===== src/hw/rtl/vsync_frame_pacing_queue_macros.svh =====
// Assertion macros for the frame pacing queue RTL.
// Needs nothing else; files that check their own logic include it.
`ifndef VSYNC_FRAME_PACING_QUEUE_MACROS_SVH
`define VSYNC_FRAME_PACING_QUEUE_MACROS_SVH

// Same-cycle implication, checked on every rising edge outside reset.
`define VFPQ_ASSERT_IMP(label, clk, rst, ante, cons, msg) \
  label: assert property (@(posedge clk) disable iff (rst) (ante) |-> (cons)) \
    else $error(msg);

// Next-cycle implication, checked on every rising edge outside reset.
`define VFPQ_ASSERT_NEXT(label, clk, rst, ante, cons, msg) \
  label: assert property (@(posedge clk) disable iff (rst) (ante) |=> (cons)) \
    else $error(msg);

`endif


===== src/hw/rtl/vfpq_pkg.sv =====
// Package for the frame pacing queue: sizes, codes, shared structs and helpers.
// Depends on nothing; vfpq_in_stage, vfpq_ring and the top level use it by scoped names.
package vfpq_pkg;

  localparam int QUEUE_DEPTH = 8;
  localparam int PTR_W = (QUEUE_DEPTH > 1) ? $clog2(QUEUE_DEPTH) : 1;
  localparam int FILL_W = $clog2(QUEUE_DEPTH + 1);

  localparam int TIME_W = 64;
  localparam int FRAME_W = 64;
  localparam int GPU_W = 8;
  localparam int IVL_W = 30;
  localparam int LEVEL_W = 4;
  localparam int STATUS_W = 2;

  localparam longint unsigned NS_PER_SECOND = 64'd1000000000;
  localparam longint unsigned DEFAULT_REFRESH_HZ = 64'd60;
  localparam logic [IVL_W-1:0] IVL_RESET = IVL_W'(NS_PER_SECOND / DEFAULT_REFRESH_HZ);

  localparam logic FUNC_SUBMIT = 1'b0;
  localparam logic FUNC_TICK = 1'b1;

  localparam logic [STATUS_W-1:0] ST_ACCEPTED = 2'd0;
  localparam logic [STATUS_W-1:0] ST_DROPPED = 2'd1;
  localparam logic [STATUS_W-1:0] ST_RELEASED = 2'd2;
  localparam logic [STATUS_W-1:0] ST_IDLE = 2'd3;

  typedef struct packed {
    logic func;
    logic [TIME_W-1:0] now_time;
    logic [FRAME_W-1:0] frame_num;
    logic [GPU_W-1:0] gpu_num;
  } item_t;

  typedef struct packed {
    logic push;
    logic pop;
    logic [FRAME_W-1:0] frame;
    logic [TIME_W-1:0] target;
    logic [GPU_W-1:0] gpu;
  } ring_ctl_t;

  typedef struct packed {
    logic [FILL_W-1:0] fill;
    logic [FRAME_W-1:0] frame;
    logic [TIME_W-1:0] target;
    logic [GPU_W-1:0] gpu;
  } ring_sts_t;

  function automatic logic [63:0] sat_add(input logic [63:0] a, input logic [63:0] b);
    logic [64:0] s;
    s = {1'b0, a} + {1'b0, b};
    return s[64] ? '1 : s[63:0];
  endfunction

  function automatic logic [63:0] sat_inc(input logic [63:0] a);
    return (a == '1) ? a : a + 64'd1;
  endfunction

endpackage


===== src/hw/rtl/vfpq_req_if.sv =====
// Request channel of the frame pacing queue: valid, ready and one input item.
// Widths are those of the item fields; no package needed.
interface vfpq_req_if;
  logic valid;
  logic ready;
  logic func;
  logic [63:0] now_time;
  logic [63:0] frame_num;
  logic [7:0] gpu_num;

  modport source (output valid, func, now_time, frame_num, gpu_num, input ready);
  modport sink (input valid, func, now_time, frame_num, gpu_num, output ready);
endinterface


===== src/hw/rtl/vfpq_rsp_if.sv =====
// Result channel of the frame pacing queue: valid, ready and one result item.
// Widths are those of the result fields; no package needed.
interface vfpq_rsp_if;
  logic valid;
  logic ready;
  logic [1:0] status;
  logic [63:0] out_frame;
  logic [7:0] out_gpu;
  logic [63:0] target_time;
  logic [63:0] jitter;
  logic [3:0] queue_level;
  logic [63:0] paced_total;
  logic [63:0] dropped_total;
  logic [63:0] jitter_sum;

  modport source (output valid, status, out_frame, out_gpu, target_time, jitter,
                  queue_level, paced_total, dropped_total, jitter_sum, input ready);
  modport sink (input valid, status, out_frame, out_gpu, target_time, jitter,
                queue_level, paced_total, dropped_total, jitter_sum, output ready);
endinterface


===== src/hw/rtl/vfpq_in_stage.sv =====
// Input register of the frame pacing queue, holding one request item.
// Depends on vfpq_pkg and vfpq_req_if.
module vfpq_in_stage (
  input  logic                clk,
  input  logic                rst,
  vfpq_req_if.sink            req,
  input  logic                take,
  output logic                valid,
  output vfpq_pkg::item_t     item
);

  always_comb begin
    req.ready = !valid || take;
  end

  always_ff @(posedge clk) begin
    if (rst) begin
      valid <= 1'b0;
    end else if (req.ready) begin
      valid <= req.valid;
    end
  end

  always_ff @(posedge clk) begin
    if (req.valid && req.ready) begin
      item.func <= req.func;
      item.now_time <= req.now_time;
      item.frame_num <= req.frame_num;
      item.gpu_num <= req.gpu_num;
    end
  end

endmodule


===== src/hw/rtl/vfpq_ring.sv =====
// Ring of waiting frames with read and write pointers and a fill count.
// Depends on vfpq_pkg and the assertion macros header.
`include "vsync_frame_pacing_queue_macros.svh"

module vfpq_ring (
  input  logic                  clk,
  input  logic                  rst,
  input  vfpq_pkg::ring_ctl_t   ctl,
  output vfpq_pkg::ring_sts_t   sts
);

  logic [vfpq_pkg::FRAME_W-1:0] slot_frame [vfpq_pkg::QUEUE_DEPTH];
  logic [vfpq_pkg::TIME_W-1:0]  slot_target [vfpq_pkg::QUEUE_DEPTH];
  logic [vfpq_pkg::GPU_W-1:0]   slot_gpu [vfpq_pkg::QUEUE_DEPTH];
  logic [vfpq_pkg::PTR_W-1:0]   write_pos;
  logic [vfpq_pkg::PTR_W-1:0]   read_pos;
  logic [vfpq_pkg::FILL_W-1:0]  fill;
  logic [vfpq_pkg::PTR_W-1:0]   write_pos_next;
  logic [vfpq_pkg::PTR_W-1:0]   read_pos_next;

  localparam logic [vfpq_pkg::PTR_W-1:0] LAST_POS = vfpq_pkg::PTR_W'(vfpq_pkg::QUEUE_DEPTH - 1);

  always_comb begin
    write_pos_next = (write_pos == LAST_POS) ? '0 : write_pos + 1'b1;
    read_pos_next = (read_pos == LAST_POS) ? '0 : read_pos + 1'b1;
    sts.fill = fill;
    sts.frame = slot_frame[read_pos];
    sts.target = slot_target[read_pos];
    sts.gpu = slot_gpu[read_pos];
  end

  always_ff @(posedge clk) begin
    if (rst) begin
      write_pos <= '0;
      read_pos <= '0;
      fill <= '0;
    end else begin
      if (ctl.push) begin
        write_pos <= write_pos_next;
        fill <= fill + 1'b1;
      end else if (ctl.pop) begin
        read_pos <= read_pos_next;
        fill <= fill - 1'b1;
      end
    end
  end

  always_ff @(posedge clk) begin
    if (ctl.push) begin
      slot_frame[write_pos] <= ctl.frame;
      slot_target[write_pos] <= ctl.target;
      slot_gpu[write_pos] <= ctl.gpu;
    end
  end

  `VFPQ_ASSERT_IMP(a_fill_bound, clk, rst, 1'b1, fill <= vfpq_pkg::FILL_W'(vfpq_pkg::QUEUE_DEPTH), "ring fill count exceeds depth")
  `VFPQ_ASSERT_IMP(a_push_room, clk, rst, ctl.push, (fill < vfpq_pkg::FILL_W'(vfpq_pkg::QUEUE_DEPTH)) && !ctl.pop, "push into a full ring or together with a pop")
  `VFPQ_ASSERT_IMP(a_pop_data, clk, rst, ctl.pop, fill != '0, "pop from an empty ring")
  `VFPQ_ASSERT_IMP(a_empty_ptrs, clk, rst, fill == '0, write_pos == read_pos, "pointers differ while the ring is empty")

endmodule


===== src/hw/rtl/vsync_frame_pacing_queue.sv =====
// Frame pacing queue: stamps submitted frames with vsync targets and releases them on ticks.
// Top level; depends on vfpq_pkg, vfpq_req_if, vfpq_rsp_if, vfpq_in_stage and vfpq_ring.
//
// Requests arrive on req (valid/ready); each transfer is a submit or a tick and gives
// exactly one result transfer on rsp, in order. A submit is stamped with a target time
// and queued, or dropped and counted when all eight slots are full. A tick releases the
// oldest frame once its target has been reached and reports its jitter.
// An accepted request waits in the input register until it is taken; its result is then
// registered in the output register and offered on rsp until the receiver accepts it.
// Throughput is one item per cycle while rsp.ready stays high: each item needs only one pass of adds and compares
// against the ring head and the stored statistics.
// cfg_we writes the frame interval from cfg_data; a zero value is ignored. Write it only
// while no request is in flight.
// A synchronous reset empties the queue, clears the statistics and the last presentation
// time, and restores the 60 Hz interval. When the receiver holds rsp.ready low, the
// result stays put and the input register fills, after which req.ready falls.
module vsync_frame_pacing_queue (
  input  logic                          clk,
  input  logic                          rst,
  vfpq_req_if.sink                      req,
  vfpq_rsp_if.source                    rsp,
  input  logic                          cfg_we,
  input  logic [vfpq_pkg::IVL_W-1:0]    cfg_data
);

  logic                            s1_valid;
  vfpq_pkg::item_t                 s1_item;
  logic                            take;
  vfpq_pkg::ring_ctl_t             ring_ctl;
  vfpq_pkg::ring_sts_t             ring_sts;

  logic [vfpq_pkg::IVL_W-1:0]      frame_interval;
  logic [vfpq_pkg::TIME_W-1:0]     last_present;
  logic [63:0]                     paced_count;
  logic [63:0]                     dropped_count;
  logic [63:0]                     jitter_total;

  logic                            out_valid;
  logic [vfpq_pkg::STATUS_W-1:0]   out_status;
  logic [vfpq_pkg::FRAME_W-1:0]    out_frame;
  logic [vfpq_pkg::GPU_W-1:0]      out_gpu;
  logic [vfpq_pkg::TIME_W-1:0]     out_target;
  logic [vfpq_pkg::TIME_W-1:0]     out_jitter;
  logic [vfpq_pkg::LEVEL_W-1:0]    out_level;

  logic [vfpq_pkg::STATUS_W-1:0]   status_next;
  logic [vfpq_pkg::FRAME_W-1:0]    frame_next;
  logic [vfpq_pkg::GPU_W-1:0]      gpu_next;
  logic [vfpq_pkg::TIME_W-1:0]     target_next;
  logic [vfpq_pkg::TIME_W-1:0]     jitter_next;
  logic [vfpq_pkg::FILL_W-1:0]     fill_next;
  logic [vfpq_pkg::TIME_W-1:0]     base;
  logic [vfpq_pkg::TIME_W-1:0]     tgt_last;
  logic [vfpq_pkg::TIME_W-1:0]     tgt_now;
  logic [vfpq_pkg::TIME_W-1:0]     tgt;
  logic [vfpq_pkg::TIME_W-1:0]     late;
  logic                            full;
  logic                            due;

  vfpq_in_stage u_in_stage (
    .clk   (clk),
    .rst   (rst),
    .req   (req),
    .take  (take),
    .valid (s1_valid),
    .item  (s1_item)
  );

  vfpq_ring u_ring (
    .clk (clk),
    .rst (rst),
    .ctl (ring_ctl),
    .sts (ring_sts)
  );

  always_comb begin
    take = s1_valid && (!out_valid || rsp.ready);

    base = (last_present != '0) ? last_present : s1_item.now_time;
    tgt_last = vfpq_pkg::sat_add(base, 64'(frame_interval));
    tgt_now = vfpq_pkg::sat_add(s1_item.now_time, 64'(frame_interval));
    tgt = (tgt_last < s1_item.now_time) ? tgt_now : tgt_last;
    full = ring_sts.fill == vfpq_pkg::FILL_W'(vfpq_pkg::QUEUE_DEPTH);
    due = (ring_sts.fill != '0) && (s1_item.now_time >= ring_sts.target);
    late = s1_item.now_time - ring_sts.target;

    ring_ctl.push = 1'b0;
    ring_ctl.pop = 1'b0;
    ring_ctl.frame = s1_item.frame_num;
    ring_ctl.target = tgt;
    ring_ctl.gpu = s1_item.gpu_num;

    status_next = vfpq_pkg::ST_IDLE;
    frame_next = '0;
    gpu_next = '0;
    target_next = '0;
    jitter_next = '0;
    fill_next = ring_sts.fill;

    if (s1_item.func == vfpq_pkg::FUNC_SUBMIT) begin
      if (full) begin
        status_next = vfpq_pkg::ST_DROPPED;
      end else begin
        ring_ctl.push = take;
        status_next = vfpq_pkg::ST_ACCEPTED;
        frame_next = s1_item.frame_num;
        gpu_next = s1_item.gpu_num;
        target_next = tgt;
        fill_next = ring_sts.fill + 1'b1;
      end
    end else if (due) begin
      ring_ctl.pop = take;
      status_next = vfpq_pkg::ST_RELEASED;
      frame_next = ring_sts.frame;
      gpu_next = ring_sts.gpu;
      target_next = ring_sts.target;
      jitter_next = late;
      fill_next = ring_sts.fill - 1'b1;
    end
  end

  always_ff @(posedge clk) begin
    if (rst) begin
      frame_interval <= vfpq_pkg::IVL_RESET;
    end else if (cfg_we && (cfg_data != '0)) begin
      frame_interval <= cfg_data;
    end
  end

  always_ff @(posedge clk) begin
    if (rst) begin
      last_present <= '0;
      paced_count <= '0;
      dropped_count <= '0;
      jitter_total <= '0;
    end else if (take) begin
      if (ring_ctl.pop) begin
        last_present <= s1_item.now_time;
        paced_count <= vfpq_pkg::sat_inc(paced_count);
        jitter_total <= vfpq_pkg::sat_add(jitter_total, late);
      end
      if (status_next == vfpq_pkg::ST_DROPPED) begin
        dropped_count <= vfpq_pkg::sat_inc(dropped_count);
      end
    end
  end

  always_ff @(posedge clk) begin
    if (rst) begin
      out_valid <= 1'b0;
    end else if (take) begin
      out_valid <= 1'b1;
    end else if (rsp.ready) begin
      out_valid <= 1'b0;
    end
  end

  always_ff @(posedge clk) begin
    if (take) begin
      out_status <= status_next;
      out_frame <= frame_next;
      out_gpu <= gpu_next;
      out_target <= target_next;
      out_jitter <= jitter_next;
      out_level <= vfpq_pkg::LEVEL_W'(fill_next);
    end
  end

  always_comb begin
    rsp.valid = out_valid;
    rsp.status = out_status;
    rsp.out_frame = out_frame;
    rsp.out_gpu = out_gpu;
    rsp.target_time = out_target;
    rsp.jitter = out_jitter;
    rsp.queue_level = out_level;
    rsp.paced_total = paced_count;
    rsp.dropped_total = dropped_count;
    rsp.jitter_sum = jitter_total;
  end

endmodule


===== src/flat_wrapper.sv =====
// flat-port wrapper written by rule: the top's interface ports become plain ports
module vsync_frame_pacing_queue_flat 
  (clk, rst, cfg_we, cfg_data, req_valid, req_func, req_now_time, req_frame_num, req_gpu_num, req_ready, rsp_valid, rsp_status, rsp_out_frame, rsp_out_gpu, rsp_target_time, rsp_jitter, rsp_queue_level, rsp_paced_total, rsp_dropped_total, rsp_jitter_sum, rsp_ready);
  vfpq_req_if req_i ();
  vfpq_rsp_if rsp_i ();
  input  logic clk;
  input  logic rst;
  input  logic cfg_we;
  input  logic [vfpq_pkg::IVL_W-1:0] cfg_data;
  input wire logic [$bits(req_i.valid)-1:0] req_valid;
  input wire logic [$bits(req_i.func)-1:0] req_func;
  input wire logic [$bits(req_i.now_time)-1:0] req_now_time;
  input wire logic [$bits(req_i.frame_num)-1:0] req_frame_num;
  input wire logic [$bits(req_i.gpu_num)-1:0] req_gpu_num;
  output wire logic [$bits(req_i.ready)-1:0] req_ready;
  output wire logic [$bits(rsp_i.valid)-1:0] rsp_valid;
  output wire logic [$bits(rsp_i.status)-1:0] rsp_status;
  output wire logic [$bits(rsp_i.out_frame)-1:0] rsp_out_frame;
  output wire logic [$bits(rsp_i.out_gpu)-1:0] rsp_out_gpu;
  output wire logic [$bits(rsp_i.target_time)-1:0] rsp_target_time;
  output wire logic [$bits(rsp_i.jitter)-1:0] rsp_jitter;
  output wire logic [$bits(rsp_i.queue_level)-1:0] rsp_queue_level;
  output wire logic [$bits(rsp_i.paced_total)-1:0] rsp_paced_total;
  output wire logic [$bits(rsp_i.dropped_total)-1:0] rsp_dropped_total;
  output wire logic [$bits(rsp_i.jitter_sum)-1:0] rsp_jitter_sum;
  input wire logic [$bits(rsp_i.ready)-1:0] rsp_ready;
  assign req_i.valid = req_valid;
  assign req_i.func = req_func;
  assign req_i.now_time = req_now_time;
  assign req_i.frame_num = req_frame_num;
  assign req_i.gpu_num = req_gpu_num;
  assign req_ready = req_i.ready;
  assign rsp_valid = rsp_i.valid;
  assign rsp_status = rsp_i.status;
  assign rsp_out_frame = rsp_i.out_frame;
  assign rsp_out_gpu = rsp_i.out_gpu;
  assign rsp_target_time = rsp_i.target_time;
  assign rsp_jitter = rsp_i.jitter;
  assign rsp_queue_level = rsp_i.queue_level;
  assign rsp_paced_total = rsp_i.paced_total;
  assign rsp_dropped_total = rsp_i.dropped_total;
  assign rsp_jitter_sum = rsp_i.jitter_sum;
  assign rsp_i.ready = rsp_ready;
  vsync_frame_pacing_queue u_core (.clk(clk), .rst(rst), .req(req_i), .rsp(rsp_i), .cfg_we(cfg_we), .cfg_data(cfg_data));
endmodule

===== config.mk =====
export PLATFORM = sky130hd
export DESIGN_NAME = vsync_frame_pacing_queue_flat
export DESIGN_NICKNAME = d
export VERILOG_FILES = /design/src/hw/rtl/vfpq_pkg.sv /design/src/hw/rtl/vfpq_req_if.sv /design/src/hw/rtl/vfpq_rsp_if.sv /design/src/hw/rtl/vfpq_in_stage.sv /design/src/hw/rtl/vfpq_ring.sv /design/src/hw/rtl/vsync_frame_pacing_queue.sv /design/src/flat_wrapper.sv
export VERILOG_INCLUDE_DIRS = /design/src /design/src/hw/rtl
export SDC_FILE = /design/constraint.sdc
export NUM_CORES = 2
export LEC_CHECK = 0
export BUFFER_PORTS_ARGS = -buffer_cell sky130_fd_sc_hd__buf_4
export CAP_MARGIN = 0
export CORE_MARGIN = 5
export CORE_UTILIZATION = 35
export DETAILED_ROUTE_END_ITERATION = 10
export SLEW_MARGIN = 20
export SYNTH_ARGS = -nofsm -noshare
export SYNTH_HDL_FRONTEND = slang
export SYNTH_SLANG_ARGS = --single-unit

===== constraint.sdc =====
create_clock -name clk -period 32.8 [get_ports clk]
set_clock_uncertainty 0.2 [all_clocks]
set_input_delay 4.92 -clock clk [delete_from_list [all_inputs] [get_ports clk]]
set_output_delay 4.92 -clock clk [all_outputs]
set_load 0.01 [all_outputs]

* Yosys cells after proc, flatten, opt, wreduce, memory -nomap -nowiden
Memory sizes are Yosys's and may differ from the RTL's. A register that Yosys moved wholly into a read port is not among the register bits. Index checks and enable logic that the tools add are counted.
Operators by class: add/sub/neg operators 10, multiply operators 0, divide/modulo/power cells 0, order comparisons 2, equality and inequality tests 6, shift-type cells 0, multiplexer cells 38, bitwise operators 3, reduce and logical (&&, ||, !) cells 18
Operators by type and width (number):
- $mux W64 | 11
- $add A64 B30 Y65 | 2
- $add A64 B1 Y64 const B | 2
- $eq A64 B64 Y1 const B | 2
- $add A64 B64 Y65 | 1
- $ge A64 B64 Y1 | 1
- $lt A64 B64 Y1 | 1
- $reduce_bool A64 Y1 | 1
- $sub A64 B64 Y64 | 1
- $reduce_bool A30 Y1 | 1
- $mux W3 | 8
- $mux W8 | 3
- $mux W4 | 5
- $mux W1 | 10
- $add A3 B1 Y3 const B | 2
- $eq A3 B3 Y1 const B | 2
- $reduce_and A2 Y1 | 3
- $reduce_and A3 Y1 | 2
- $add A4 B1 Y4 const B | 1
- $eq A4 B4 Y1 const B | 1
- $logic_and A1 B1 Y1 | 4
- $reduce_bool A2 Y1 | 2
- $reduce_bool A4 Y1 | 1
- $sub A4 B1 Y4 const B | 1
- 5 further kinds | 9
Word-level totals: register bits after elaboration 641, latch bits 0, RAM bits 1088, ROM bits 0, input bits 172, output and inout bits 400, word-level logic and storage cells 100, memories 3
Memory list:
- u_core.u_ring.slot_frame | depth 8, width 64, rd ports 1, clocked after memory_dff 1, write ports 1, line vfpq_ring.sv:12 | logic [vfpq_pkg::FRAME_W-1:0] slot_frame [vfpq_pkg::QUEUE_DEPTH];
- u_core.u_ring.slot_target | depth 8, width 64, rd ports 1, clocked after memory_dff 1, write ports 1, line vfpq_ring.sv:13 | logic [vfpq_pkg::TIME_W-1:0] slot_target [vfpq_pkg::QUEUE_DEPTH];
- u_core.u_ring.slot_gpu | depth 8, width 8, rd ports 1, clocked after memory_dff 1, write ports 1, line vfpq_ring.sv:14 | logic [vfpq_pkg::GPU_W-1:0] slot_gpu [vfpq_pkg::QUEUE_DEPTH];

* Logic depth before layout (Yosys ltp)
depth after elaboration 9, mapped depth 40

* By module
From an unflattened synthesis, not the netlist that was laid out.
Second synthesis, totals: cell total of the unflattened synthesis 5814, area total of the unflattened synthesis 80389.6 µm²
By module, submodules not included:
- vfpq_ring | instances 1, cells an instance 1644, area each 41344.7 µm², sequential area each 32931.6 µm²
- vsync_frame_pacing_queue | instances 1, cells an instance 4028, area each 34875.9 µm², sequential area each 11931.4 µm²
- vfpq_in_stage | instances 1, cells an instance 142, area each 4169.0 µm², sequential area each 4134.0 µm²

* Worst setup path after synthesis
No wires, ideal clock.
path kind input to register, start point in rsp_ready, end point mem u_core.u_ring.slot_frame[1][0] in the netlist's numbering (enable), library setup time 1.013 ns, data arrival time 24.235 ns, setup slack 7.352 ns, cell stages on the path 5, cell sequence nor2b_1 nand2b_1 inv_1 nand2_1 nor4b_1
Between the ends: longest elaborated chain between the ends 6
Ends and longest elaborated chain:
- from (decl) | line flat_wrapper.sv:26 | input wire logic [$bits(rsp_i.ready)-1:0] rsp_ready;
- $logic_or A1 B1 Y1 | line vsync_frame_pacing_queue.sv:77 | take = s1_valid && (!out_valid || rsp.ready);
- $logic_and A1 B1 Y1 | line vsync_frame_pacing_queue.sv:77
- net u_core.take | line vsync_frame_pacing_queue.sv:28 | logic take;
- $mux W1 | line vsync_frame_pacing_queue.sv:101 | if (full) begin
- $mux W1 | line vsync_frame_pacing_queue.sv:100 | if (s1_item.func == vfpq_pkg::FUNC_SUBMIT) begin
- $mux W1 | line vfpq_ring.sv:49 | if (ctl.push) begin
- $mux W1 (not written as such) | line vfpq_ring.sv:50 | slot_frame[write_pos] <= ctl.frame;
- to (decl) | line vfpq_ring.sv:12
The timed path passes the listed nets, and every way through them passes these cells.

==> impl_metrics.env <==
export IMPL_grt_first_pass_wirelength_um=357000
export IMPL_synth_edff_count=1431
export IMPL_ys_ff_latch=1732
export IMPL_yosys_area_top_type_share_pct=54.0
export IMPL_start_kind="flip-flop"
export IMPL_tightest_slew_ps=1130
export IMPL_final_max_slew_viol_count=0
export IMPL_power_share_combinational_pct=18.9
export IMPL_path_max_fanout=54
export IMPL_post_drt_wl_per_cell_um=25.5
export IMPL_fin_crit_ps=10900
export IMPL_synth_warnings=0
export IMPL_setup_viol=0
export IMPL_cap_violations=0
export IMPL_area_growth_pct=17.7
export IMPL_grt_max_degree=143
export IMPL_status="finished, final reports clean"
export IMPL_switching_share_pct=28.9
export IMPL_final_util_pct=41.2
export IMPL_clock_latency_ps=850
export IMPL_hpwl_um=166000
export IMPL_r2r_end="u_core.rsp.target_time[16]"
export IMPL_nNetsFinal=6907
export IMPL_end_kind="flip-flop"
export IMPL_layout_drive_gt1_share_pct=19.6
export IMPL_postCtsSetupBuffers=0
export IMPL_final_hold_viol_count=0
export IMPL_drc_errors=0
export IMPL_initial_core_util_pct=35.1
export IMPL_dieArea_sq_um=237000
export IMPL_reg2reg_from="u_core.last_present[0]"
export IMPL_critical_path_depth=31
export IMPL_ir_drop_uv=50.2
export IMPL_synth_async_sr_flop_share_pct=0
export IMPL_final_cell_mix="edfxtp_1, buf_4, nand2_1"
export IMPL_busiest_layer="met2"
export IMPL_crit_start="u_core.last_present[0]"
export IMPL_synth_avg_cell_area_sq_um=13.4
export IMPL_ant_nets=0
export IMPL_cts_resized=0
export IMPL_core_sq_um=227000
export IMPL_die_h_um=487
export IMPL_synth_area_top_cells="edfxtp_1, mux4_2, dfxtp_1, ha_1, nand2_1"
export IMPL_yosys_area_top_type="edfxtp_1"
export IMPL_p_leak_nw=32.9
export IMPL_htree_num_levels=4
export IMPL_slowest_delay_ps=940
export IMPL_cpMostUsedCell="buf_4"
export IMPL_grt_pass1_vias=51900
export IMPL_seq_power_share_pct=44.6
export IMPL_cts_buffers=187
export IMPL_gp_congestion=0.940
export IMPL_grt_use_met2_pct=31.6
export IMPL_crit_required_ps=33280
export IMPL_fin_crit_sh_pct=33.2
export IMPL_clockRootBuffer="clkbuf_16"
export IMPL_synth_seq_area_share_pct=61.6
export IMPL_placed_cells=9292
export IMPL_drt_first_pass_iters=6
export IMPL_routed_wl_um=246000
export IMPL_worst_path_buf_inv=4
export IMPL_endpoint="u_core.rsp.target_time[16]"
export IMPL_drt_iter0_markers=4687
export IMPL_setup_ws_ps=21900
export IMPL_rows=175
export IMPL_crit_slowest_cell="or2_1"
export IMPL_synth_cells=5914
export IMPL_crit_arrival_ps=11370
export IMPL_hold_buffers=0
export IMPL_port_buffers=571
export IMPL_path_clk_slew_ps=60
export IMPL_clock_power_share_pct=36.5
export IMPL_io_pins=572
export IMPL_yosys_cell_types_count=90
export IMPL_cellPowerDensity_nw_per_um2=62.3
export IMPL_fmax_mhz=91.8
export IMPL_via_count=53100
export IMPL_finalSetupTns_ps=0
export IMPL_use_met3_pct=4.59
export IMPL_track_usage_pct=20.2
export IMPL_ys_flop_type="edfxtp_1"
export IMPL_rrSetupSlack_ps=21900
export IMPL_dpl_worst_slack_ps=22010
export IMPL_grt_overflow_total=0
export IMPL_hold_path_class="reg -> reg"
export IMPL_critical_path_class="reg -> reg"
export IMPL_grt_antenna_before_repair=18
export IMPL_vias_per_cell=5.51
export IMPL_final_cells=9644
export IMPL_die_w_um=487
export IMPL_syn_nets=6349
export IMPL_nFillCells=21000
export IMPL_cts_tree="built"
export IMPL_internal_power_mw=4.14
export IMPL_p_sw_mw=1.68
export IMPL_r2r_cells=31
export IMPL_final_common_cell="edfxtp_1"
export IMPL_maxSlewHeadroom_pct=24.4
export IMPL_syn_area_sq_um=79500
export IMPL_ctsLongestPathBuffers=3
export IMPL_critPathTopFamily="compound AO/OA/AOI/OAI gates"
export IMPL_cts_sinks=1732
export IMPL_grt_setup_unrepaired="false"
export IMPL_gr_usage_met1_pct=28.1
## worst min path at each step
stage / start / to / slack, ps / depth (start not counted)
floorplan: u_core.u_in_stage.item[136] / u_core.rsp.status[1] / 220 / 0
global placement: u_core.u_ring.read_pos[2] / flip-flop / 260 / 2
detailed placement: u_core.last_present[63] / u_core.last_present[63] / 260 / 2
CTS: u_core.last_present[63] / u_core.last_present[63] / 270 / 2
global route: u_core.last_present[45] / u_core.last_present[45] / 300 / 2
finish: u_core.last_present[45] / u_core.last_present[45] / 280 / 2
## layer usage
layer	wire, um	vias to the layer above	part of all wire [%]
li1	-	23800	-
met3	20200	366	8.2
met2	112000	2111	45
met5	155	-	0.063
met1	107000	26900	44
met4	6920	24	2.8
## synth_stat cells, types with 154 or more instances
cell,n
mux4_2,272
nand2_1,492
nor2_1,429
mux2i_1,154
clkbuf_1,225
ha_1,259
xnor2_1,170
edfxtp_1,1431
a21oi_1,334
dfxtp_1,301
xor2_1,170
o21ai_0,228
## layout make-up
| cell class | count | area [sq um] | area share (%) |
|---|---|---|---|
| Antenna cell | 6 | 15.0 | 0.0160 |
| Clock buffer | 224 | 4950 | 5.30 |
| Clock inverter | 122 | 1280 | 1.37 |
| Inverter | 144 | 548 | 0.586 |
| Multi-Input combinational cell | 3756 | 29000 | 31.0 |
| Sequential cell | 1732 | 49000 | 52.4 |
| Tap cell | 3009 | 3760 | 4.02 |
| Timing Repair Buffer | 651 | 4990 | 5.33 |
## logic make-up (layout without fill, tap and decap cells)
group | Yosys count | count (layout) | synth area share [%]
flip-flops | 1732 | 1732 | 61.6
AND/OR/NAND/NOR | 1584 | 1584 | 9.50
AO/OA/AOI/OAI | 1138 | 1138 | 9.18
multiplexers | 431 | 431 | 9.71
buffers and inverters | 426 | 1141 | 2.07
XOR/XNOR | 340 | 340 | 3.74
adder cells (fa/ha/maj) | 263 | 263 | 4.18
other | 0 | 6 | 0
## sequential cells by signal, indices dropped and copies added, names as in the netlist, 30 cells and up, named ones only
register and flops:
u_core.rsp.dropped_total 64, u_core.u_ring.slot_gpu 64, u_core.u_ring.slot_target 512, u_core.rsp.jitter 64, u_core.frame_interval 30, u_core.rsp.paced_total 64, u_core.last_present 64, u_core.u_in_stage.item 137
u_core.u_ring.slot_frame 512, u_core.rsp.out_frame 64, u_core.rsp.target_time 64, u_core.rsp.jitter_sum 64
## through the flow
stage | hold slack, ps | area, sq um | power, mW
global route | 298 | 93500 | 6.06
floorplan | 224 | 79500 | 3.33
finish | 276 | 93600 | 5.82
detailed placement | 264 | 87300 | 3.72
CTS | 272 | 93500 | 5.86
global placement | 255 | 87300 | 3.71
## power by group through the flow
stage	combinational, mW	sequential [mW]	clock (mW)
2_1_floorplan	0.702	2.63	0
4_1_cts	1.09	2.60	2.18
3_5_place_dp	1.08	2.64	0
3_3_place_gp	1.07	2.64	0
6_report	1.10	2.60	2.13
5_1_grt	1.19	2.60	2.27
## worst register-to-register path: cells and delay by family (launching register included)
kind	cells	cell delay, ps
DFF	1	330
buffers and inverters	4	1570
and+or+nand+nor	11	3430
adders and majority gates	3	850
AOI/OAI and AO/OA	13	4340
Note: power is estimated with default switching activity, not from simulation.
